[src/design/hcib_pkg.sv]
// ----------------------------------------------------------------------------
// hcib_pkg: shared types and constants
// Command codes, parser and reply phases, and the controller/datapath link.
// ----------------------------------------------------------------------------
package hcib_pkg;

	localparam logic [1:0] REQ_CHAR = 2'd0;
	localparam logic [1:0] REQ_DONE = 2'd1;
	localparam logic [1:0] REQ_DATA = 2'd2;
	localparam logic [1:0] REQ_PULL = 2'd3;

	localparam logic [1:0] KIND_CHAR  = 2'd0;
	localparam logic [1:0] KIND_START = 2'd1;
	localparam logic [1:0] KIND_WBYTE = 2'd2;

	localparam logic [7:0] CH_CR   = 8'h0d;
	localparam logic [7:0] CH_LS   = 8'h73;
	localparam logic [7:0] CH_LR   = 8'h72;
	localparam logic [7:0] CH_US   = 8'h53;
	localparam logic [7:0] CH_UR   = 8'h52;
	localparam logic [7:0] CH_BANG = 8'h21;

	typedef enum logic [2:0] {
		P_CMD, P_AHI, P_ALO, P_DATA, P_DLO
	} parse_t;

	typedef enum logic [2:0] {
		R_NONE, R_HEAD, R_HI, R_LO, R_CR, R_BANG
	} reply_t;

	typedef enum logic [1:0] {
		W_IDLE, W_WRITE, W_READ
	} wait_t;

	typedef enum logic [1:0] {
		C_IDLE, C_START, C_WBYTE, C_REPLY
	} ctl_t;

	// controller -> datapath
	typedef struct packed {
		logic take;      // item accepted
		logic start_emit;// emit transfer start
		logic wbyte_emit;// emit one write byte
		logic reply_emit;// emit one reply char
	} dp_cmd_t;

	// datapath -> controller
	typedef struct packed {
		logic eol_write;  // line ended with a write
		logic eol_read;   // line ended with a valid read
		logic wr_more;    // more write bytes after this one
		logic has_reply;  // pull yields a character
	} dp_stat_t;

	function automatic logic [4:0] hex_value(input logic [7:0] c);
		if (c >= 8'h30 && c <= 8'h39) return {1'b0, c[3:0]};
		if (c >= 8'h61 && c <= 8'h66) return {1'b0, c[3:0] + 4'd9};
		if (c >= 8'h41 && c <= 8'h46) return {1'b0, c[3:0] + 4'd9};
		return 5'h10;
	endfunction

	function automatic logic [7:0] hex_char(input logic [3:0] v);
		return (v < 4'd10) ? (8'h30 + {4'd0, v}) : (8'h57 + {4'd0, v});
	endfunction

endpackage

[src/design/hcib_ctrl.sv]
// ----------------------------------------------------------------------------
// hcib_ctrl: sequencing state machine
// Accepts items, then walks the result run (start, write bytes, reply char).
// ----------------------------------------------------------------------------
module hcib_ctrl (
	input  logic                clk,
	input  logic                arst_n,
	input  logic                in_valid,
	output logic                in_ready,
	input  logic [1:0]          in_req,
	output logic                out_valid,
	input  logic                out_ready,
	input  hcib_pkg::dp_stat_t  stat,
	output hcib_pkg::dp_cmd_t   cmd
);
	hcib_pkg::ctl_t state_q, state_d;
	logic fire_out;

	assign fire_out = out_valid & out_ready;

	always_comb begin
		state_d = state_q;
		case (state_q)
			hcib_pkg::C_IDLE: begin
				if (in_valid) begin
					if (stat.eol_write || stat.eol_read)
						state_d = hcib_pkg::C_START;
					else if (in_req == hcib_pkg::REQ_PULL && stat.has_reply)
						state_d = hcib_pkg::C_REPLY;
				end
			end
			hcib_pkg::C_START: begin
				if (fire_out)
					state_d = stat.wr_more ? hcib_pkg::C_WBYTE : hcib_pkg::C_IDLE;
			end
			hcib_pkg::C_WBYTE: begin
				if (fire_out && !stat.wr_more) state_d = hcib_pkg::C_IDLE;
			end
			hcib_pkg::C_REPLY: begin
				if (fire_out) state_d = hcib_pkg::C_IDLE;
			end
			default: state_d = hcib_pkg::C_IDLE;
		endcase
	end

	always_comb begin
		in_ready       = 1'b0;
		out_valid      = 1'b0;
		cmd            = '0;
		case (state_q)
			hcib_pkg::C_IDLE: begin
				in_ready = 1'b1;
				cmd.take = in_valid;
			end
			hcib_pkg::C_START: begin
				out_valid      = 1'b1;
				cmd.start_emit = fire_out;
			end
			hcib_pkg::C_WBYTE: begin
				out_valid      = 1'b1;
				cmd.wbyte_emit = fire_out;
			end
			hcib_pkg::C_REPLY: begin
				out_valid      = 1'b1;
				cmd.reply_emit = fire_out;
			end
			default: ;
		endcase
	end

	always_ff @(posedge clk or negedge arst_n) begin
		if (!arst_n) state_q <= hcib_pkg::C_IDLE;
		else state_q <= state_d;
	end
endmodule

[config.mk]
export PLATFORM = sky130hd
export DESIGN_NAME = hcib_ctrl
export DESIGN_NICKNAME = d
export VERILOG_FILES = /design/src/design/hcib_pkg.sv /design/src/design/hcib_ctrl.sv
export SDC_FILE = /design/constraint.sdc
export NUM_CORES = 1
export LEC_CHECK = 0
export BUFFER_PORTS_ARGS = -buffer_cell sky130_fd_sc_hd__buf_2
export CELL_PAD_IN_SITES_DETAIL_PLACEMENT = 2
export CELL_PAD_IN_SITES_GLOBAL_PLACEMENT = 2
export CORE_AREA = 2 2 39 41
export DETAILED_ROUTE_END_ITERATION = 12
export DIE_AREA = 0 0 41 43
export PLACE_DENSITY_LB_ADDON = 0.25
export SLEW_MARGIN = 20
export SYNTH_ARGS = -nofsm -noshare
export SYNTH_HDL_FRONTEND = slang
export SYNTH_SLANG_ARGS = --single-unit
[constraint.sdc]
create_clock -name clk -period 1.4 [get_ports clk]
set_input_delay 0.14 -clock clk [delete_from_list [all_inputs] [get_ports clk]]
set_output_delay 0.14 -clock clk [all_outputs]
set_load 0.05 [all_outputs]
**Word level (Yosys, flattened, before mapping)**

Index checks and enable logic that the tools add are counted.

- Eq/ne operators: 9
- Muxes and demuxes: 14
- Bitwise gates (word level): 1
- Reductions and logical operators: 7

Operator list:

| kind | number |
|---|---|
| 2-bit two-way mux | 7 |
| 2-bit inequality test (second input constant) | 4 |
| 2-bit one-hot mux with 4 select lines | 1 |
| 2-bit equality test (second input constant) | 3 |
| 1-bit two-way mux | 6 |
| 5-bit AND reduction | 1 |
| 3-bit inequality test (second input constant) | 1 |
| 3-bit OR reduction | 1 |
| 2-bit by 1-bit equality test with 1-bit output (second input constant) | 1 |
| 1-bit logical AND | 2 |
| 2-bit zero test | 1 |
| 1-bit AND | 1 |
| 1-bit zero test | 1 |
| 1-bit logical OR | 1 |

- Register bits: 2
- Input bits: 10
- Output and inout port bits: 6
- Logic and storage cells: 32

**Logic depth before layout (Yosys ltp)**

- Depth after elaboration: 7
- Mapped depth: 3
- Mapped depth without buffers: 3

**Least setup slack after synthesis**

Ideal clock, no wire load.

- Path type: register to register
- From: reg state_q[0]
- To: reg state_q[0]
- Setup time: 0.083 ns
- Arrival: 1.826 ns
- Data required time: 1.317 ns
- Slack: -0.508 ns
- Cell stages (with the launch flop): 4
- Buffers on the path: 0
- Clock period less this slack: 1.908 ns
- Cells stage by stage: dfrtp_1 -> nor3b_1 -> nand2_1 -> o21ai_0

- Word-level cells in the longest chain between the ends: 7
- Elaborated cells between the ends (all ways): 15
- Those cells by class: eq/ne (8); mux (2); bitwise (1); reduce/logical (4)

RTL lines:

| item | RTL line | source |
|---|---|---|
| start, declared | hcib_ctrl.sv:16 | `hcib_pkg::ctl_t state_q, state_d;` |
| start signal, assigned | hcib_ctrl.sv:72 | `if (!arst_n) state_q <= hcib_pkg::C_IDLE;` |
| start signal, assigned | hcib_ctrl.sv:73 | `else state_q <= state_d;` |
| 2-bit equality test or 2-bit by 1-bit equality test with 1-bit output (tied branches) | hcib_ctrl.sv:23, hcib_ctrl.sv:50 |  |
| 3-bit OR reduction (no line) | n/a |  |
| 1-bit two-way mux | hcib_ctrl.sv:50 | `case (state_q)` |
| 1-bit AND | hcib_ctrl.sv:19 | `assign fire_out = out_valid & out_ready;` |
| 1-bit logical AND | hcib_ctrl.sv:37 | `if (fire_out && !stat.wr_more) state_d = hcib_pkg::C_IDLE;` |
| 2-bit inequality test (no line) | n/a |  |
| 5-bit AND reduction (no line) | n/a |  |

Parallel ways exist; a longest one is shown, timed or not.
A chain may end at the register's enable or synchronous reset.

==> metrics.md <==
| Metric | Value |
|---|---|
| Pleak | `0.1475 nW` |
| I/O Buffers | `15` |
| Final setup viols | `0` |
| Biggest registers after layout | `state_q: 2 flops` |
| Post-Route WL | `around 550 µm` |
| Hold Path Class | `primary input to flop` |
| Final period util | `approximately 92%` |
| Post-synthesis sequential area ratio | `approximately 34%` |
| Register Area | `just over 50 µm²` |
| Status | `finished, final reports clean` |
| Largest family of logic cells by synthesized area | `simple AND/OR/NAND/NOR gates` |
| Core Region | `around 1400 µm²` |
| Startpoint types | `flop` |
| Minimum clock period | `about 1.3 ns` |
| Non-Filler Instances | `between 50 and 60` |
| Final GP Congestion | `between 0.7 and 0.8` |
| Final ANT Viol Nets | `0` |
| Row Count | `14` |
| DR vias | `approximately 220` |
| Worst path bufs/invs | `1` |
| Synth cell types | `13` |
| Gate Count Post-Synth | `18` |
| M1 GR Usage | `9.295%` |
| First-pass GRT wire length | `931 µm` |
| R2R Path Start | `state_q[0]$_DFFE_PN0P_` |
| Synth Area in Simple Gates | `about two fifths` |
| Total CTS buffers | `3` |
| Critical path's largest stage delay | `approximately 0.45 ns` |
| Relative slew slack | `approximately 84%` |
| Critical path required time | `1.26 ns` |
| 1st-pass router iterations | `3` |
| FMAX | `between 700 and 800 MHz` |
| Endpoint class of the critical path | `primary output` |
| Max reg flops | `2` |
| Layout cells sized above 1 | `between 60% and 70%` |
| HPWL Detailed | `approximately 450 µm` |
| GR Util met3 | `between 3 and 4%` |
| Die footprint | `1763 µm²` |
| CTS tree | `yes` |
| Worst path arrival time | `~1.2 ns` |
| Multiplexer share of the synthesized area | `0%` |
| Die Y | `43 µm` |
| Synthesized flop and latch total | `2` |
| Syn-to-layout area delta | `94.96%` |
| Multi-input logic area | `between 90 and 100 µm²` |
| Power Dens Cells | `around 2300 nW/µm²` |
| Worst-path fanout max | `7` |
| Largest net degree at the start of global routing | `8` |
| GRT overflow | `0` |
| GRT Max-Usage Layer | `met2` |
| Number of global-route vias before repair | `222` |
| Initial Util | `10.76%` |
| Worst path slowest cell | `dfrtp_1` |
| VDD IR max | `0.4485 mV` |
| Mapped Area | `roughly 150 µm²` |
| Worst hold start | `in_req[1]` |
| CTS max path bufs | `2` |
| CTS sink cnt | `2` |
| Setup bufs post-CTS | `0` |
| Worst skew pair latency | `0.22 ns` |
| Largest Register | `state_q` |
| Clock slew at reported path FFs | `0.03 ns` |
| Crit path max-delay family | `flip-flops` |
| Crit-path cells | `nor3b_2 -> clkbuf_4` |
| Avg Cell Area, Syn | `8.272 µm²` |
| Inserted Diodes | `0` |
| DR DRC count | `0` |
| # IOs | `16` |
| Gr usage total | `about 8.6%` |
| Wire per inst | `roughly 10 µm` |
| Root buffer cell | `clkbuf_4` |
| Fin. Hold Viols | `0` |
| Final nets | `about 50` |
| H-tree level count | `1` |
| Setup Crit Path Kind | `flop to primary output` |
| Filler Cells Inserted | `approximately 180` |
| 1st-iter DRT viols | `1` |
| Via density | `approximately 4.2` |
| Slew Limit Fails | `0` |
| Slew @ Worst Pin | `roughly 0.25 ns` |
| Synth Area in Adders | `0%` |
| Post-synthesis compound-gate area fraction | `approximately a fifth` |
| RSZ-0062 raised after global routing | `false` |
| Tot Pwr | `658.1 µW` |
| Syn Nets | `28` |
| YS warnings | `0` |
| Die width | `a little over 40 µm` |
| Max-cap violations | `0` |
| Antenna violations before repair | `0` |
| Cell total after placement | `49` |
| Crit path from | `state_q[1]$_DFFE_PN0P_` |
| Fin Clk Skew | `between 0.0015 and 0.002 ns` |
| Xor-xnor portion of the synthesized cell area | `0%` |
| Global-route met2 utilization | `10.94%` |
-- power by group --
part	total, mW	internal [mW]	switching, mW	leakage [nW]
clock network	0.125	0.0944	0.0310	0.0138
registers	0.141	0.0857	0.0557	0.0237
logic	0.391	0.104	0.287	0.110
total	0.658	0.284	0.374	0.147
-- per-layer routing --
layer / up-vias / wire length (µm)
met4: 0 / 20
met3: 2 / 48
met2: 12 / 274
met5: - / 0
met1: 101 / 206
li1: 106 / -
-- synth_stat cells --
master   count  share of area [%]
nand2_1      3                7.6
dfrtp_1      2                 34
inv_1        2                5.0
nor2_1       2                5.0
a311o_1      1                6.7
a31oi_1      1                4.2
a32oi_1      1                5.9
and3_1       1                4.2
and3_2       1                5.0
nand4_1      1                4.2
nor3b_1      1                5.0
nor4b_2      1                 10
o21ai_0      1                3.4
-- worst min-delay path, stage by stage --
cell and delay (ns):
buf_2 0.10, nand4_1 0.07, a32oi_1 0.05
-- cells in the final DEF (no fill, tap or decap), drive strengths merged, types with 2 or more instances in the layout --
master / instances
nand2: 3
inv: 2
clkbuf: 5
dfrtp: 2
and3: 2
nor2: 2
buf: 13
-- layout make-up --
type | instances | area share (%)
clock buffers | 3 | 7.759
repair buffers | 16 | 31.03
well taps | 16 | 6.897
flip-flops and latches | 2 | 17.67
inverters | 2 | 2.586
multi-input cells | 14 | 34.05
-- cell families after synthesis --
group | count (synthesis)
AO/OA/AOI/OAI | 4
AND/OR/NAND/NOR | 10
buffers and inverters | 2
flip-flops | 2
-- per-stage QoR --
step                area (µm²)  hold slack [ns]   TNS, ns  util [%]  setup WS [ns]
finish                   290.3           0.1912         0     20.98         0.1051
global route             290.3           0.1964         0     20.98       0.007043
CTS                      284.0           0.1857         0     20.52        0.04001
detailed placement       251.5         -0.07262         0     18.17         0.2535
global placement         251.5         -0.07179         0     18.17         0.3025
floorplan                156.4          -0.1556  -0.01001         -       -0.01001
-- path summary, 6_finish.rpt --
check | to | slack (ns) | cells past startpoint
max in group asynchronous | state_q[0]$_DFFE_PN0P_ | 1.06 | 2
worst max-delay path | cmd[3] | 0.11 | 2
worst min register to register | state_q[1]$_DFFE_PN0P_ | 0.63 | 1
worst max register to register | state_q[1]$_DFFE_PN0P_ | 0.29 | 3
worst min-delay path | state_q[1]$_DFFE_PN0P_ | 0.19 | 3
min in group asynchronous | state_q[0]$_DFFE_PN0P_ | 0.23 | 2
-- what timing repair did --
item,4_1_cts,5_1_grt
endpoints found under the hold margin,2,0
endpoints found under the setup margin,0,3
gates resized for setup,0,3
hold buffers,1,0
(Power assumes the default switching activity.)
