<file path="src/design/hcib_pkg.sv">
// ----------------------------------------------------------------------------
// hcib_pkg: shared types and constants
// Command codes, parser and reply phases, and the controller/datapath link.
// ----------------------------------------------------------------------------
package hcib_pkg;

	localparam logic [1:0] REQ_CHAR = 2'd0;
	localparam logic [1:0] REQ_DONE = 2'd1;
	localparam logic [1:0] REQ_DATA = 2'd2;
	localparam logic [1:0] REQ_PULL = 2'd3;

	localparam logic [1:0] KIND_CHAR  = 2'd0;
	localparam logic [1:0] KIND_START = 2'd1;
	localparam logic [1:0] KIND_WBYTE = 2'd2;

	localparam logic [7:0] CH_CR   = 8'h0d;
	localparam logic [7:0] CH_LS   = 8'h73;
	localparam logic [7:0] CH_LR   = 8'h72;
	localparam logic [7:0] CH_US   = 8'h53;
	localparam logic [7:0] CH_UR   = 8'h52;
	localparam logic [7:0] CH_BANG = 8'h21;

	typedef enum logic [2:0] {
		P_CMD, P_AHI, P_ALO, P_DATA, P_DLO
	} parse_t;

	typedef enum logic [2:0] {
		R_NONE, R_HEAD, R_HI, R_LO, R_CR, R_BANG
	} reply_t;

	typedef enum logic [1:0] {
		W_IDLE, W_WRITE, W_READ
	} wait_t;

	typedef enum logic [1:0] {
		C_IDLE, C_START, C_WBYTE, C_REPLY
	} ctl_t;

	// controller -> datapath
	typedef struct packed {
		logic take;      // item accepted
		logic start_emit;// emit transfer start
		logic wbyte_emit;// emit one write byte
		logic reply_emit;// emit one reply char
	} dp_cmd_t;

	// datapath -> controller
	typedef struct packed {
		logic eol_write;  // line ended with a write
		logic eol_read;   // line ended with a valid read
		logic wr_more;    // more write bytes after this one
		logic has_reply;  // pull yields a character
	} dp_stat_t;

	function automatic logic [4:0] hex_value(input logic [7:0] c);
		if (c >= 8'h30 && c <= 8'h39) return {1'b0, c[3:0]};
		if (c >= 8'h61 && c <= 8'h66) return {1'b0, c[3:0] + 4'd9};
		if (c >= 8'h41 && c <= 8'h46) return {1'b0, c[3:0] + 4'd9};
		return 5'h10;
	endfunction

	function automatic logic [7:0] hex_char(input logic [3:0] v);
		return (v < 4'd10) ? (8'h30 + {4'd0, v}) : (8'h57 + {4'd0, v});
	endfunction

endpackage

</file>
<file path="src/design/hcib_dp.sv">
// ----------------------------------------------------------------------------
// hcib_dp: parser, byte store and reply datapath
// Holds the parse state, the byte buffer and the reply sequencer registers.
// ----------------------------------------------------------------------------
module hcib_dp #(
	parameter int BUF_DEPTH = 32
) (
	input  logic                clk,
	input  logic                arst_n,
	input  hcib_pkg::dp_cmd_t   cmd,
	output hcib_pkg::dp_stat_t  stat,
	input  logic [1:0]          req_type,
	input  logic [7:0]          host_char,
	input  logic [7:0]          twi_result,
	input  logic [7:0]          twi_data_in,
	output logic [1:0]          res_kind,
	output logic [7:0]          reply_char,
	output logic                twi_is_read,
	output logic [7:0]          slave_address,
	output logic [5:0]          transfer_length,
	output logic [7:0]          write_byte,
	output logic                last
);
	localparam int AW = (BUF_DEPTH > 1) ? $clog2(BUF_DEPTH) : 1;
	localparam logic [5:0] DEPTH6 = 6'(BUF_DEPTH);

	hcib_pkg::parse_t parse_q;
	hcib_pkg::reply_t reply_q, reply_held_q;
	hcib_pkg::wait_t  wait_q;
	logic       cmd_read_q;
	logic [7:0] slave_q;
	logic [3:0] nib_q;
	logic [5:0] fill_q, rptr_q, rexp_q, len_q;
	logic [7:0] byte0_q;    // first data byte of the line (read length)
	logic [7:0] mem [BUF_DEPTH];
	logic [7:0] rd_q;       // registered store read
	logic       start_rd_q;

	logic [4:0] hv;
	logic       is_hex, is_char;
	logic       wr_en;
	logic [AW-1:0] wr_addr, rd_addr;
	logic [7:0] wr_data;
	logic [5:0] rlen;
	logic [7:0] nxt_char;
	hcib_pkg::reply_t nxt_phase;
	logic       ptr_inc;

	assign hv      = hcib_pkg::hex_value(host_char);
	assign is_hex  = ~hv[4];
	assign is_char = cmd.take && req_type == hcib_pkg::REQ_CHAR && wait_q == hcib_pkg::W_IDLE;

	assign stat.eol_write = is_char && parse_q == hcib_pkg::P_DATA && host_char == hcib_pkg::CH_CR
		&& !cmd_read_q;
	assign stat.eol_read  = is_char && parse_q == hcib_pkg::P_DATA && host_char == hcib_pkg::CH_CR
		&& cmd_read_q && fill_q == 6'd1;
	assign stat.has_reply = reply_q != hcib_pkg::R_NONE;

	// read length from first byte, saturated
	assign rlen = (byte0_q > {2'd0, DEPTH6}) ? DEPTH6 : byte0_q[5:0];

	// reply character and next phase for a pull
	always_comb begin
		nxt_char  = hcib_pkg::CH_CR;
		nxt_phase = hcib_pkg::R_NONE;
		ptr_inc   = 1'b0;
		case (reply_q)
			hcib_pkg::R_HEAD: begin
				nxt_char  = cmd_read_q ? hcib_pkg::CH_UR : hcib_pkg::CH_US;
				nxt_phase = (rptr_q < fill_q) ? hcib_pkg::R_HI : hcib_pkg::R_CR;
			end
			hcib_pkg::R_HI: begin
				nxt_char  = hcib_pkg::hex_char(rd_q[7:4]);
				nxt_phase = hcib_pkg::R_LO;
			end
			hcib_pkg::R_LO: begin
				nxt_char  = hcib_pkg::hex_char(rd_q[3:0]);
				ptr_inc   = 1'b1;
				nxt_phase = (rptr_q + 6'd1 < fill_q) ? hcib_pkg::R_HI : hcib_pkg::R_CR;
			end
			hcib_pkg::R_CR: nxt_phase = hcib_pkg::R_NONE;
			hcib_pkg::R_BANG: begin
				nxt_char  = hcib_pkg::CH_BANG;
				nxt_phase = hcib_pkg::R_CR;
			end
			default: ;
		endcase
	end

	// store write port
	always_comb begin
		wr_en   = 1'b0;
		wr_addr = fill_q[AW-1:0];
		wr_data = {nib_q, hv[3:0]};
		if (is_char && parse_q == hcib_pkg::P_DLO && is_hex && fill_q < DEPTH6) wr_en = 1'b1;
		if (cmd.take && req_type == hcib_pkg::REQ_DONE && wait_q == hcib_pkg::W_WRITE) begin
			wr_en = 1'b1; wr_addr = '0; wr_data = twi_result;
		end
		if (cmd.take && req_type == hcib_pkg::REQ_DATA && wait_q == hcib_pkg::W_READ
			&& fill_q < rexp_q && fill_q < DEPTH6) begin
			wr_en = 1'b1; wr_data = twi_data_in;
		end
	end

	// read address: current reply / write byte pointer
	always_comb begin
		rd_addr = rptr_q[AW-1:0];
		if (is_char || (cmd.take && req_type == hcib_pkg::REQ_DONE)) rd_addr = '0;
		else if (cmd.start_emit) rd_addr = '0;
		else if (cmd.wbyte_emit || (cmd.reply_emit && ptr_inc)) rd_addr = AW'(rptr_q + 6'd1);
	end

	always_ff @(posedge clk) begin
		if (wr_en) mem[wr_addr] <= wr_data;
		if (rd_addr < AW'(BUF_DEPTH - 1) || rd_addr == AW'(BUF_DEPTH - 1))
			rd_q <= (wr_en && wr_addr == rd_addr) ? wr_data : mem[rd_addr];
		else
			rd_q <= '0;
	end

	assign stat.wr_more = cmd_read_q ? 1'b0
		: (reply_held_q == hcib_pkg::R_NONE && start_rd_q) ? (fill_q != 6'd0)
		: (rptr_q + 6'd1 < fill_q);

	// output payload
	always_comb begin
		res_kind        = hcib_pkg::KIND_CHAR;
		reply_char      = '0;
		twi_is_read     = 1'b0;
		slave_address   = '0;
		transfer_length = '0;
		write_byte      = '0;
		last            = 1'b1;
		if (start_rd_q) begin
			res_kind        = hcib_pkg::KIND_START;
			twi_is_read     = cmd_read_q;
			slave_address   = slave_q;
			transfer_length = len_q;
			last            = cmd_read_q || fill_q == 6'd0;
		end else if (wait_q == hcib_pkg::W_WRITE && reply_held_q == hcib_pkg::R_NONE
			&& !cmd_read_q) begin
			res_kind   = hcib_pkg::KIND_WBYTE;
			write_byte = rd_q;
			last       = !(rptr_q + 6'd1 < fill_q);
		end else begin
			reply_char = nxt_char;
		end
	end

	always_ff @(posedge clk or negedge arst_n) begin
		if (!arst_n) begin
			parse_q      <= hcib_pkg::P_CMD;
			reply_q      <= hcib_pkg::R_NONE;
			reply_held_q <= hcib_pkg::R_NONE;
			wait_q       <= hcib_pkg::W_IDLE;
			cmd_read_q   <= 1'b0;
			slave_q      <= '0;
			nib_q        <= '0;
			fill_q       <= '0;
			rptr_q       <= '0;
			rexp_q       <= '0;
			len_q        <= '0;
			byte0_q      <= '0;
			start_rd_q   <= 1'b0;
		end else begin
			reply_held_q <= reply_q;
			if (is_char) begin
				reply_q <= hcib_pkg::R_NONE;
				case (parse_q)
					hcib_pkg::P_CMD: begin
						if (host_char == hcib_pkg::CH_LS || host_char == hcib_pkg::CH_LR) begin
							cmd_read_q <= host_char == hcib_pkg::CH_LR;
							fill_q     <= '0;
							parse_q    <= hcib_pkg::P_AHI;
						end else begin
							fill_q <= '0; rptr_q <= '0; reply_q <= hcib_pkg::R_BANG;
						end
					end
					hcib_pkg::P_AHI: begin
						if (is_hex) begin
							nib_q <= hv[3:0]; parse_q <= hcib_pkg::P_ALO;
						end else begin
							fill_q <= '0; rptr_q <= '0; reply_q <= hcib_pkg::R_BANG;
							parse_q <= hcib_pkg::P_CMD;
						end
					end
					hcib_pkg::P_ALO: begin
						if (is_hex) begin
							slave_q <= {nib_q, hv[3:0]}; parse_q <= hcib_pkg::P_DATA;
						end else begin
							fill_q <= '0; rptr_q <= '0; reply_q <= hcib_pkg::R_BANG;
							parse_q <= hcib_pkg::P_CMD;
						end
					end
					hcib_pkg::P_DATA: begin
						if (host_char == hcib_pkg::CH_CR) begin
							parse_q <= hcib_pkg::P_CMD;
							if (!cmd_read_q) begin
								start_rd_q <= 1'b1;
								len_q      <= fill_q;
								rptr_q     <= '1; // walks from 0 after start
								wait_q     <= hcib_pkg::W_WRITE;
							end else if (fill_q == 6'd1) begin
								start_rd_q <= 1'b1;
								len_q      <= rlen;
								rexp_q     <= rlen;
								fill_q     <= '0;
								wait_q     <= hcib_pkg::W_READ;
							end else begin
								fill_q <= '0; rptr_q <= '0; reply_q <= hcib_pkg::R_BANG;
							end
						end else if (fill_q < DEPTH6 && is_hex) begin
							nib_q <= hv[3:0]; parse_q <= hcib_pkg::P_DLO;
						end else begin
							fill_q <= '0; rptr_q <= '0; reply_q <= hcib_pkg::R_BANG;
							parse_q <= hcib_pkg::P_CMD;
						end
					end
					hcib_pkg::P_DLO: begin
						if (is_hex && fill_q < DEPTH6) begin
							if (fill_q == 6'd0) byte0_q <= {nib_q, hv[3:0]};
							fill_q <= fill_q + 6'd1; parse_q <= hcib_pkg::P_DATA;
						end else begin
							fill_q <= '0; rptr_q <= '0; reply_q <= hcib_pkg::R_BANG;
							parse_q <= hcib_pkg::P_CMD;
						end
					end
					default: parse_q <= hcib_pkg::P_CMD;
				endcase
			end
			// write bytes are walked with rptr_q on the byte being shown
			if (cmd.start_emit) begin
				start_rd_q <= 1'b0;
				rptr_q     <= '0;
			end
			if (cmd.wbyte_emit) rptr_q <= rptr_q + 6'd1;
			if (cmd.take && req_type == hcib_pkg::REQ_DONE && wait_q != hcib_pkg::W_IDLE) begin
				if (wait_q == hcib_pkg::W_WRITE) fill_q <= 6'd1;
				else fill_q <= ({2'd0, rexp_q} < twi_result) ? rexp_q : twi_result[5:0];
				rptr_q  <= '0;
				reply_q <= hcib_pkg::R_HEAD;
				wait_q  <= hcib_pkg::W_IDLE;
			end
			if (wr_en && req_type == hcib_pkg::REQ_DATA) fill_q <= fill_q + 6'd1;
			if (cmd.reply_emit) begin
				reply_q <= nxt_phase;
				if (ptr_inc) rptr_q <= rptr_q + 6'd1;
			end
		end
	end
endmodule

</file>
<file path="config.mk">
export PLATFORM = sky130hd
export DESIGN_NAME = hcib_dp
export DESIGN_NICKNAME = d
export VERILOG_FILES = /design/src/design/hcib_pkg.sv /design/src/design/hcib_dp.sv
export SDC_FILE = /design/constraint.sdc
export NUM_CORES = 1
export LEC_CHECK = 0
export BUFFER_PORTS_ARGS = -buffer_cell sky130_fd_sc_hd__buf_2
export CORE_AREA = 4 4 171 173
export DETAILED_ROUTE_END_ITERATION = 16
export DIE_AREA = 0 0 175 177
export PLACE_DENSITY = 0.72
export SLEW_MARGIN = 10
export SYNTH_ARGS = -nofsm -noshare
export SYNTH_HDL_FRONTEND = slang
export SYNTH_SLANG_ARGS = --single-unit
</file>
<file path="constraint.sdc">
create_clock -name clk -period 4.94 [get_ports clk]
set_clock_uncertainty 0.05 [all_clocks]
set_input_delay 1.482 -clock clk [delete_from_list [all_inputs] [get_ports clk]]
set_output_delay 1.482 -clock clk [all_outputs]
set_load 0.1 [all_outputs]
</file>
Yosys cells after proc, flatten, opt, wreduce, memory -nomap -nowiden. Memories as Yosys holds them, arrays and structs flattened. A register that Yosys moved wholly into a read port is not among the register bits. Index checks and enable logic that the tools add are counted.

Reduce and logical (&&, ||, !) cells: 63. Multiplexer cells: 104. Bitwise gates (word level): 1. $lt $le $gt $ge: 15. Equal/unequal tests: 27. Add/subtract/negate cells: 7.

Operators by type and width (number): 2-to-1 mux 6 bit (26); 2-to-1 mux 8 bit (9); 2-to-1 mux 5 bit (10); case mux 6 bit (4 select lines) (2); 2-to-1 mux 3 bit (14); case mux 8 bit (4 select lines) (1); logical AND 1 bit (26); 2-to-1 mux 1 bit (24); case mux 3 bit (4 select lines) (2); 2-to-1 mux 2 bit (11); < comparator 6 bit (3); adder 7 x 4 -> 8 bit (first input constant) (2); == test 8 x 7 -> 1 bit (second input constant) (2); >= comparator 8 x 7 -> 1 bit (second input constant) (2); <= comparator 8 x 7 -> 1 bit (second input constant) (2); AND reduction 4 bit (4); nonzero test 2 bit (8); case mux 3 bit (5 select lines) (1); AND reduction 5 bit (3); adder 6 x 4 -> 7 bit (first input constant) (2); adder 6 x 1 -> 6 bit (second input constant) (2); == test 3 x 2 -> 1 bit (second input constant) (4); 2-to-1 mux 4 bit (3); nonzero test 6 bit (2); 32 further kinds (52).

Bits in registers: 57. Output and inout port bits: 38. Memories kept: 1. Memory bits (writable): 256. Word-level logic and storage cells: 231. Input bits: 32.

Memories: mem (words 32, width 8, rd ports 1, clocked after Yosys merged registers in 1, wr ports 1, line hcib_dp.sv:35) `logic [7:0] mem [BUF_DEPTH];`.

Longest topological paths before layout. Gate-level depths: netlist of run 1.

Depth after elaboration: 20. Gate-level depth with buffers: 12. Depth with buffers taken out: 11.

Worst setup path after synthesis of run 1. OpenSTA, ideal clock, no wires.

Path type: input to output. From: in host_char[1]. To: out stat[3] in the netlist's numbering. Stages on the path: 7. Data arrival time: 3.827 ns. Slack: -0.419 ns. Required time: 3.408 ns. Buffers on the path: 0. Cell sequence: inv_1 > ha_1 > nor3b_1 > nand3_1 > nor3_1 > nand2_1 > nor2_1.

RTL lines: start, declared (line hcib_dp.sv:13) `input logic [7:0] host_char,`; end, declared (line hcib_dp.sv:11) `output hcib_pkg::dp_stat_t stat,`.

==> results of run 1 <==
[registers in the layout, summed over array words and instances, names as in the netlist]
signal and flops:
mem 256, byte0_q 8, rd_q 8, slave_q 8, fill_q 6, len_q 6
rexp_q 6, rptr_q 6, nib_q 4, parse_q 3, reply_held_q 3, reply_q 3
wait_q 2, cmd_read_q 1, start_rd_q 1
[worst max-delay path: cells and delay by family]
| kind | cells | cell delay (ps) |
|---|---|---|
| adder cells (fa/ha/maj) | 1 | 210 |
| buffers and inverters | 4 | 560 |
| AND/OR/NAND/NOR | 5 | 980 |
[cell families (layout without fill, tap and decap cells)]
logic type / Yosys count / in the layout
flip-flops: 321 / 321
AND/OR/NAND/NOR: 567 / 567
AO/OA/AOI/OAI: 289 / 289
multiplexers: 29 / 29
adder cells (fa/ha/maj): 30 / 30
XOR/XNOR: 13 / 13
other: 1 / 1
buffers and inverters: 112 / 233
[repair_timing]
action / 4_1_cts / 5_1_grt
resized for setup: 1 / 4
setup endpoints to repair: 1 / 4
buffers inserted: 0 / 0
[metal layers]
metal / vias up / share of wire / GRT usage
met5: - / 0 / 0
met4: 0 / 0.028 / 0.0763
met3: 68 / 0.070 / 0.0301
met2: 440 / 0.47 / 0.397
met1: 5313 / 0.43 / 0.340
li1: 5210 / - / -
[layout make-up]
type / count / area share
clock buffers: 46 / 0.0546
repair buffers: 136 / 0.0547
inverters: 37 / 0.00800
multi-input cells: 929 / 0.315
well taps: 378 / 0.0273
flip-flops and latches: 321 / 0.534
clock inverters: 14 / 0.00627
[final timing paths]
path / endpoint / slack, ps / from
max: stat[2] / 170 / host_char[1]
min: slave_q[0] / 420 / slave_q[0]
max reg2reg: rd_q[5] / 1400 / reply_q[0]
min reg2reg: slave_q[0] / 420 / slave_q[0]
max in group asynchronous: rptr_q[1] / 2980 / arst_n
min in group asynchronous: slave_q[0] / 1050 / arst_n
[layout by cell type (no fill, tap or decap), types with 20 or more instances in the layout]
master / instances
a211oi_1: 40
a21oi_1: 45
a22oi_1: 20
a31oi_1: 35
and2_1: 21
and3_1: 37
buf_2: 65
buf_4: 63
clkbuf_16: 35
dfrtp_1: 57
edfxtp_1: 256
ha_1: 30
inv_1: 37
nand2_1: 264
nand3_1: 72
nor2_1: 79
o211ai_1: 21
o21ai_0: 45
[power by group through the flow]
stage | sequential, uW | clock [uW] | combinational [uW]
floorplan | 3030 | 0 | 832
global placement | 3080 | 0 | 1050
detailed placement | 3080 | 0 | 1070
CTS | 3020 | 2440 | 1080
global route | 3040 | 2560 | 1180
finish | 3030 | 2410 | 1100
[metrics by stage]
step | hold slack (ps) | worst slack (ps)
after floorplan | 299 | 1.18
after global placement | 408 | 92.3
after detailed placement | 418 | 96.2
after CTS | 431 | 65.8
after global routing | 456 | 7.15
final | 424 | 170
==> metrics.txt, run 1 <==
outcome=complete, no violations; clock root buffer=clkbuf_16; worst-path cell chain=buf_2, inv_1, ha_1, nor3b_2, nand3_1, nor3_2, nand2_1, nor2_1, buf_4, buf_12; chip height=177 um; Leak=0.00692 uW; CTS Sinks=321; multi-input logic area=5460 um^2; Synth cell types=68; DR DRC count=0; Mapped Nets=1424; # IOs=70; setup TNS=0 ps; cell count after synthesis=1362; Seq. cell area=9270 um^2; Non-Filler Instances=1861; number of CTS-inserted buffers=34; CTS tree=yes; maxcap violations=0; Adder-Cell Fraction of Synth Area=0.0248; clock power share=0.369; Slew @ Worst Pin=1060 ps; Site Rows=61; Net Switching=1860 uW; dominant synthesized flop cell=edfxtp_1; vias per inst=5.93; Final Hold Viols=0; Clock Latency Late Sink=520 ps; synthesis-to-layout area growth=14.6%; Final Slew Violations=0; CP required=3410 ps; total power=6530 uW; complex-gate fraction of the synthesized area=0.130; TritonRoute pass-1 iters=7; critical path peak fanout=4; first-pass GRT wire length=58800 um; Post-Place Cells=1801; total number of yosys warnings=0; XOR/XNOR Fraction of Synth Area=0.00752; GR Util All Layers=0.241; fillers=2183; 1st-iter DRT viols=1228; FF+latch count, synth=321; setup violators final=0; # H-tree levels=2; core region area=27600 um^2; Die Wd=175 um; Syn Std Cell Area=15100 um^2; Initial Util=0.548; Flop pwr share=0.463; Final ANT Viol Nets=0; Peak Freq=0.210 GHz; count leader, synth=nand2_1; Finished Cell Area=17400 um^2; Die ar.=31000 um^2; largest family of logic cells by synthesized area=simple AND/OR/NAND/NOR gates; top cells by count, synth=265 x nand2_1, 256 x edfxtp_1, 81 x nor2_1; Post-synth EDFFs=256; cell internal pwr=4670 uW; Critical Path End Type=primary output; Clock Path Buffers=3; wire per inst=20.0 um; critical path's largest stage delay=230 ps; sequential fraction of the synthesis area=0.612; hold_buf cts=0; RSZ-0062 raised after global routing=false; routed wire length=37300 um; Vias=11000; leading area contributor after synthesis=edfxtp_1; Async SR Flop Fraction=0.178; fin util=0.628; Hold Path Depth=2; clock slew at reported path FFs=60 ps; r2r worst-path depth=10; Port-buffer cells=68; synthesized area per cell=11.1 um^2; Detailed Place HPWL=24300 um; CP startpoint kind=input port; vias in the first global route=10700; Yosys top cell area share=0.507; most area-consuming cells after synthesis=edfxtp_1 51%, dfrtp_1 9.4%, nand2_1 6.6%, ha_1 2.5%, nand3_1 2.4%; Setup Crit Path Kind=in -> out; Combinational Power Share=0.168; Period minus WS final=4770 ps; Net Sw Frac=0.285; pwr dens=377 nW/um^2; Hold Path Class=reg -> reg; initial antenna violation count=0; GRT overflow=0; largest net degree at the start of global routing=97; gpl congestion=0.897; Inserted Diodes=0; slowest CP cell=nor3_2; multiplexer area fraction after synthesis=0.0206; Post-Synth Simple-Gate Area=0.174; fin nets=1521; Worst VDD drop=0.000288 V; DP Area=16300 um^2; max_slew headroom=0.285; endpoint arrival time on the critical path=3240 ps; Tcrit/Tclk final=0.966; layout cell share with drive strength beyond 1=0.158
Note: power is estimated with default switching activity, not from simulation.
==> run 2, diff against run 1 <==
--- a/config.mk
+++ b/config.mk
@@ -6,9 +6,9 @@
 export NUM_CORES = 1
 export LEC_CHECK = 0
 export BUFFER_PORTS_ARGS = -buffer_cell sky130_fd_sc_hd__buf_2
-export CORE_AREA = 4 4 171 173
+export CORE_AREA = 2 2 169 171
 export DETAILED_ROUTE_END_ITERATION = 16
-export DIE_AREA = 0 0 175 177
+export DIE_AREA = 0 0 171 173
 export PLACE_DENSITY = 0.72
 export SLEW_MARGIN = 10
 export SYNTH_ARGS = -nofsm -noshare
==> run 2 against run 1 <==
Net effect:
- worst hold slack better by 5.4 ps
- die area down 4.5%
- largest power group unchanged
- sequential power about the same
- critical endpoint unchanged
- sequential share of layout area shrank 0.62 points
- via count increased by 3.4%
- clock-buffer cell count down 3
- wire length grew 5.8%
==> metrics.txt, run 2 (same netlist as run 1, synthesis figures left out) <==
# H-tree levels=2 (unchanged); gpl congestion=0.912 (+1.7%); maxcap violations=0 (unchanged); Worst VDD drop=0.000228 V (-21%); # IOs=70 (unchanged); Post-Place Cells=1822 (+1.2%); Peak Freq=0.210 GHz (+0.24%); max_slew headroom=0.255 (-0.0298); Critical Path End Type=primary output; TritonRoute pass-1 iters=5 (-2); highest-count cells in the layout ignoring fill and taps=263 x nand2_1, 256 x edfxtp_1, 84 x buf_4; Initial Util=0.548 (unchanged); setup violators final=0 (unchanged); number of CTS-inserted buffers=34 (unchanged); Slew @ Worst Pin=1120 ps (+54.5 ps); 1st-iter DRT viols=1280 (+4.2%); pwr dens=379 nW/um^2 (+0.57%); largest net degree at the start of global routing=64 (-34%); Final Hold Viols=0 (unchanged); Biggest register=mem; Die ar.=29600 um^2 (-4.5%); total power=6650 uW (+1.7%); wire per inst=21.0 um (+4.6%); CP required=3410 ps (about the same); routed wire length=39500 um (+5.8%); core region area=27600 um^2 (unchanged); Inserted Diodes=0 (unchanged); Site Rows=61 (unchanged); Detailed Place HPWL=26800 um (+10%); CTS tree=yes; Clock Latency Late Sink=510 ps (about the same); Leak=0.00704 uW (+1.7%); Largest register FFs=256 (unchanged); clock slew at reported path FFs=60 ps (about the same); CTS Sinks=321 (unchanged); outcome=complete, no violations; chip height=173 um (-2.3%); critical path peak fanout=4 (unchanged); Final ANT Viol Nets=0 (unchanged); setup bufs post-CTS=0 (unchanged); most common cell after layout, fill and taps aside=nand2_1; endpoint arrival time on the critical path=3230 ps (about the same); first-pass GRT wire length=60900 um (+3.6%); fin nets=1542 (+1.4%); layout cell share with drive strength beyond 1=0.173 (+0.0156); Period minus WS final=4760 ps (-11.5 ps); Clock Path Buffers=3 (unchanged); Die Wd=171 um (-2.3%); clock root buffer=clkbuf_16; vias in the first global route=10800 (+0.26%); initial antenna violation count=0 (unchanged); synthesis-to-layout area growth=15.9%; GRT overflow=0 (unchanged); Final Slew Violations=0 (unchanged); Setup Crit Path Kind=in -> out; Port-buffer cells=68 (unchanged); Vias=11400 (+3.4%); Tcrit/Tclk final=0.963 (-0.00233); Non-Filler Instances=1883 (+1.2%); CP startpoint kind=input port; vias per inst=6.06 (+2.2%); Hold Path Class=reg -> reg; GR Util All Layers=0.268 (+0.0268); DR DRC count=0 (unchanged)
run 2: per-stage QoR:
stage	setup TNS [ps]	hold WS, ps	area, um^2	worst slack (ps)	utilization
6_report	0	430	17600	182	0.635
5_1_grt	-8.11	466	17600	-8.11	0.635
4_1_cts	0	433	17500	10.3	0.634
3_5_place_dp	0	418	16400	38.9	0.595
3_3_place_gp	0	406	16400	116	0.595
2_1_floorplan	0	299	15200	1.18	-
run 2: layout make-up:
type	count	area (um^2)
Tap cell	378	473
Sequential cell	321	9270
Clock buffer	43	946
Multi-Input combinational cell	929	5470
Timing Repair Buffer	157	1110
Inverter	37	139
Fill cell	2152	10100
Clock inverter	18	145
run 2: worst max-delay path, cell delays in order:
cell	delay [ps]
buf_2	120
inv_1	100
ha_1	210
nor3b_2	220
nand3_1	200
nor3_2	270
nand2_2	140
nor2_1	150
buf_4	160
buf_12	170
run 2: what timing repair did:
item / CTS / global route
hold buffers: 0 / 0
setup endpoints to repair: 1 / 4
resized for setup: 1 / 6
run 2: where the power goes:
group / leakage [uW] / internal (uW) / switching [uW] / total [uW]
Combinational: 0.00305 / 344 / 798 / 1140
Sequential: 0.00346 / 2940 / 79.1 / 3020
Clock: 0.000533 / 1460 / 1030 / 2490
run 2: routing by layer:
metal / GRT usage / routed length (um)
met4: 0.0766 / 1150
met5: 0 / 0
met2: 0.426 / 18700
met1: 0.385 / 16500
met3: 0.0401 / 3160
run 2: path summary, 6_finish.rpt:
path / endpoint / cells past startpoint / from / slack (ps)
min: byte0_q[3] / 2 / byte0_q[3] / 430
max reg2reg: rd_q[3] / 9 / reply_q[0] / 1270
max: stat[2] / 10 / host_char[1] / 180
max in group asynchronous: reply_q[1] / 2 / arst_n / 2950
min reg2reg: byte0_q[3] / 2 / byte0_q[3] / 430
min in group asynchronous: byte0_q[4] / 1 / arst_n / 1080
==> run 3, diff against run 2 <==
--- a/config.mk
+++ b/config.mk
@@ -6,10 +6,10 @@
 export NUM_CORES = 1
 export LEC_CHECK = 0
 export BUFFER_PORTS_ARGS = -buffer_cell sky130_fd_sc_hd__buf_2
-export CORE_AREA = 2 2 169 171
+export CORE_AREA = 2 2 160 162
 export DETAILED_ROUTE_END_ITERATION = 16
-export DIE_AREA = 0 0 171 173
-export PLACE_DENSITY = 0.72
+export DIE_AREA = 0 0 162 164
+export PLACE_DENSITY = 0.79
 export SLEW_MARGIN = 10
 export SYNTH_ARGS = -nofsm -noshare
 export SYNTH_HDL_FRONTEND = slang
==> run 3 against run 2 <==
Net effect:
- sequential share of layout area increased by 0.98 points
- total power fell by 2.1%
- non-clock buffer count down 22
- worst setup slack got worse by 20 ps
- die area decreased by 10%
- global-route usage is 2.0 points higher
- utilization is 5.9 points higher
- wire length is 4.4% lower
- first-iteration DRC count is 8.0% higher
- critical endpoint is now stat[1]
- largest power group unchanged
- highest routed layer unchanged
==> metrics.txt, run 3 (same netlist as run 1, synthesis figures left out) <==
outcome=complete, no violations; Hold Path Depth=2 (unchanged); clock power share=0.366 (-0.008); Die ar.=26600 um^2 (-10%); 1st-iter DRT viols=1382 (+8.0%); Clock Path Buffers=3 (unchanged); clock root buffer=clkbuf_16; layout cell share with drive strength beyond 1=0.156 (-0.0172); Net Switching=1840 uW (-3.2%); multi-input logic area=5460 um^2 (-0.21%); Non-Filler Instances=1809 (-3.9%); CTS Sinks=321 (unchanged); highest-count cells in the layout ignoring fill and taps=264 x nand2_1, 256 x edfxtp_1, 79 x nor2_1; clock slew at reported path FFs=60 ps (about the same); routed wire length=37700 um (-4.4%); Largest register FFs=256 (unchanged); reg2reg setup slack=1400 ps (+130 ps); Detailed Place HPWL=24700 um (-7.9%); vias in the first global route=10600 (-1.5%); fin nets=1517 (-1.6%); Combinational Power Share=0.169 (-0.003); M1 GR Usage=0.420 (+0.0348); Slew @ Worst Pin=957 ps (-160 ps); CTS tree=yes; core region area=24800 um^2 (-10%); Hold WS=420 ps (-9.44 ps); Tcrit/Tclk final=0.967 (+0.00414); Final Hold Viols=0 (unchanged); Hold Path Class=reg -> reg; GR Util met3=0.0359 (-0.00420); Hold Crit Start=slave_q[0]; gpl congestion=0.912 (unchanged); Port-buffer cells=68 (unchanged); met2 track demand over resource=0.454 (+0.0272); worst-path cell chain=ha_2, xnor2_1, inv_1, ha_1, o21a_1, o21a_1, o21ai_0, nand2b_1, a21oi_1, buf_4, nand2_1, a21oi_2, clkbuf_4; pwr dens=378 nW/um^2 (-0.26%); vias per inst=6.19 (+2.3%); maxcap violations=0 (unchanged); Peak Freq=0.209 GHz (-0.43%); Vias=11200 (-1.7%); slowest CP cell=dfrtp_1; # H-tree levels=1 (-1); worst hold endpoint=slave_q[0]; setup TNS=0 ps (unchanged); Net Sw Frac=0.283 (-0.00330); Critical Path End Type=primary output; gr busiest metal=met2; chip height=164 um (-5.2%); Final ANT Viol Nets=0 (unchanged); initial antenna violation count=0 (unchanged); Clock Latency Late Sink=560 ps (+50 ps); Setup WS pre-CTS=66.7 ps (+27.7 ps); endpoint arrival time on the critical path=3250 ps (+20 ps); setup violators final=0 (unchanged); critical path's largest stage delay=500 ps (+230 ps); Seq. cell area=9280 um^2 (about the same); Worst Slack Setup Final=161 ps (-20.5 ps); fillers=1765 (-18%); fin util=0.695 (+0.0592); first-pass GRT wire length=59300 um (-2.7%); CP startpoint kind=register; RSZ-0062 raised after global routing=false; Biggest register=mem; Worst VDD drop=0.000395 V (+73%); number of CTS-inserted buffers=31 (-8.8%); DR DRC count=0 (unchanged); r2r endpoint=rd_q[7]; Site Rows=58 (-4.9%); Die Wd=162 um (-5.3%); GRT overflow=0 (unchanged); Final Slew Violations=0 (unchanged); cell internal pwr=4670 uW (-1.6%); Post-Place Cells=1752 (-3.8%); Flop pwr share=0.465 (+0.011); CP dominant cell by count=o21a_1; synthesis-to-layout area growth=13.8%; Setup Crit Path Kind=reg -> out; max_slew headroom=0.362 (+0.107); critical path peak fanout=9 (+5); Inserted Diodes=0 (unchanged); r2r worst-path depth=10 (+1); CP required=3410 ps (about the same); most common cell after layout, fill and taps aside=nand2_1; Leak=0.00687 uW (-2.4%); GR Util All Layers=0.288 (+0.0203); TritonRoute pass-1 iters=5 (unchanged); hold_buf cts=0 (unchanged); worst reg2reg startpoint=reply_q[0]; largest net degree at the start of global routing=98 (+53%); wire per inst=20.9 um (-0.53%); Initial Util=0.610 (+0.0621); # IOs=70 (unchanged); Period minus WS final=4780 ps (+20.5 ps)
run 3: cell types whose count changed in the layout (fill, tap and decap cells not counted), sizes merged:
cell / delta
clkbuf: -8
clkinvlp: -1
clkinv: +2
inv: +1
buf: -23
bufinv: +3
run 3: final cells by class:
cell class	count	area share
clock inverters	23	0.0139
repair buffers	135	0.0537
clock buffers	34	0.0456
flip-flops and latches	321	0.538
inverters	37	0.00806
well taps	330	0.0239
multi-input cells	929	0.317
run 3: critical path, delay by kind of cell (launching register included):
family,cells,cell delay (ps)
and+or+nand+nor,2,160
AOI/OAI and AO/OA,5,710
DFF,1,500
adders and majority gates,2,570
xor gates and xnor gates,1,160
buffers and inverters,3,600
run 3: worst max-delay path by stage:
stage | endpoint | cells after the start | from | slack [ps]
final | stat[1] | 13 | rptr_q[0] | 160
after global routing | stat[1] | 13 | rptr_q[0] | 3
after CTS | stat[1] | 13 | rptr_q[1] | 30
after detailed placement | stat[2] | 10 | host_char[1] | 70
after global placement | stat[2] | 10 | host_char[1] | 90
after floorplan | reply_char[1] | 7 | wait_q[1] | 1
run 3: repair_timing:
| item | 4_1_cts | 5_1_grt |
|---|---|---|
| gates resized for setup | 1 | 4 |
| pin swaps | 0 | 1 |
| gates cloned | 0 | 0 |
| setup buffers | 0 | 0 |
| setup endpoints to repair | 1 | 4 |
run 3: metrics by stage:
step / cell area, um^2 / total power [uW]
6_report: 17200 / 6510
5_1_grt: 17200 / 6740
4_1_cts: 17200 / 6510
3_5_place_dp: 16200 / 4160
3_3_place_gp: 16200 / 4140
2_1_floorplan: 15200 / 3860
run 3: power by group through the flow:
stage,Sequential [uW],Combinational (uW),Clock [uW]
after floorplan,3030,832,0
after global placement,3080,1060,0
after detailed placement,3080,1080,0
after CTS,3020,1080,2400
after global routing,3030,1180,2530
final,3030,1100,2380
run 3: layer usage:
layer	part of all wire	vias up
li1	-	5214
met1	0.42	5327
met5	0	-
met3	0.088	82
met4	0.033	0
met2	0.46	583
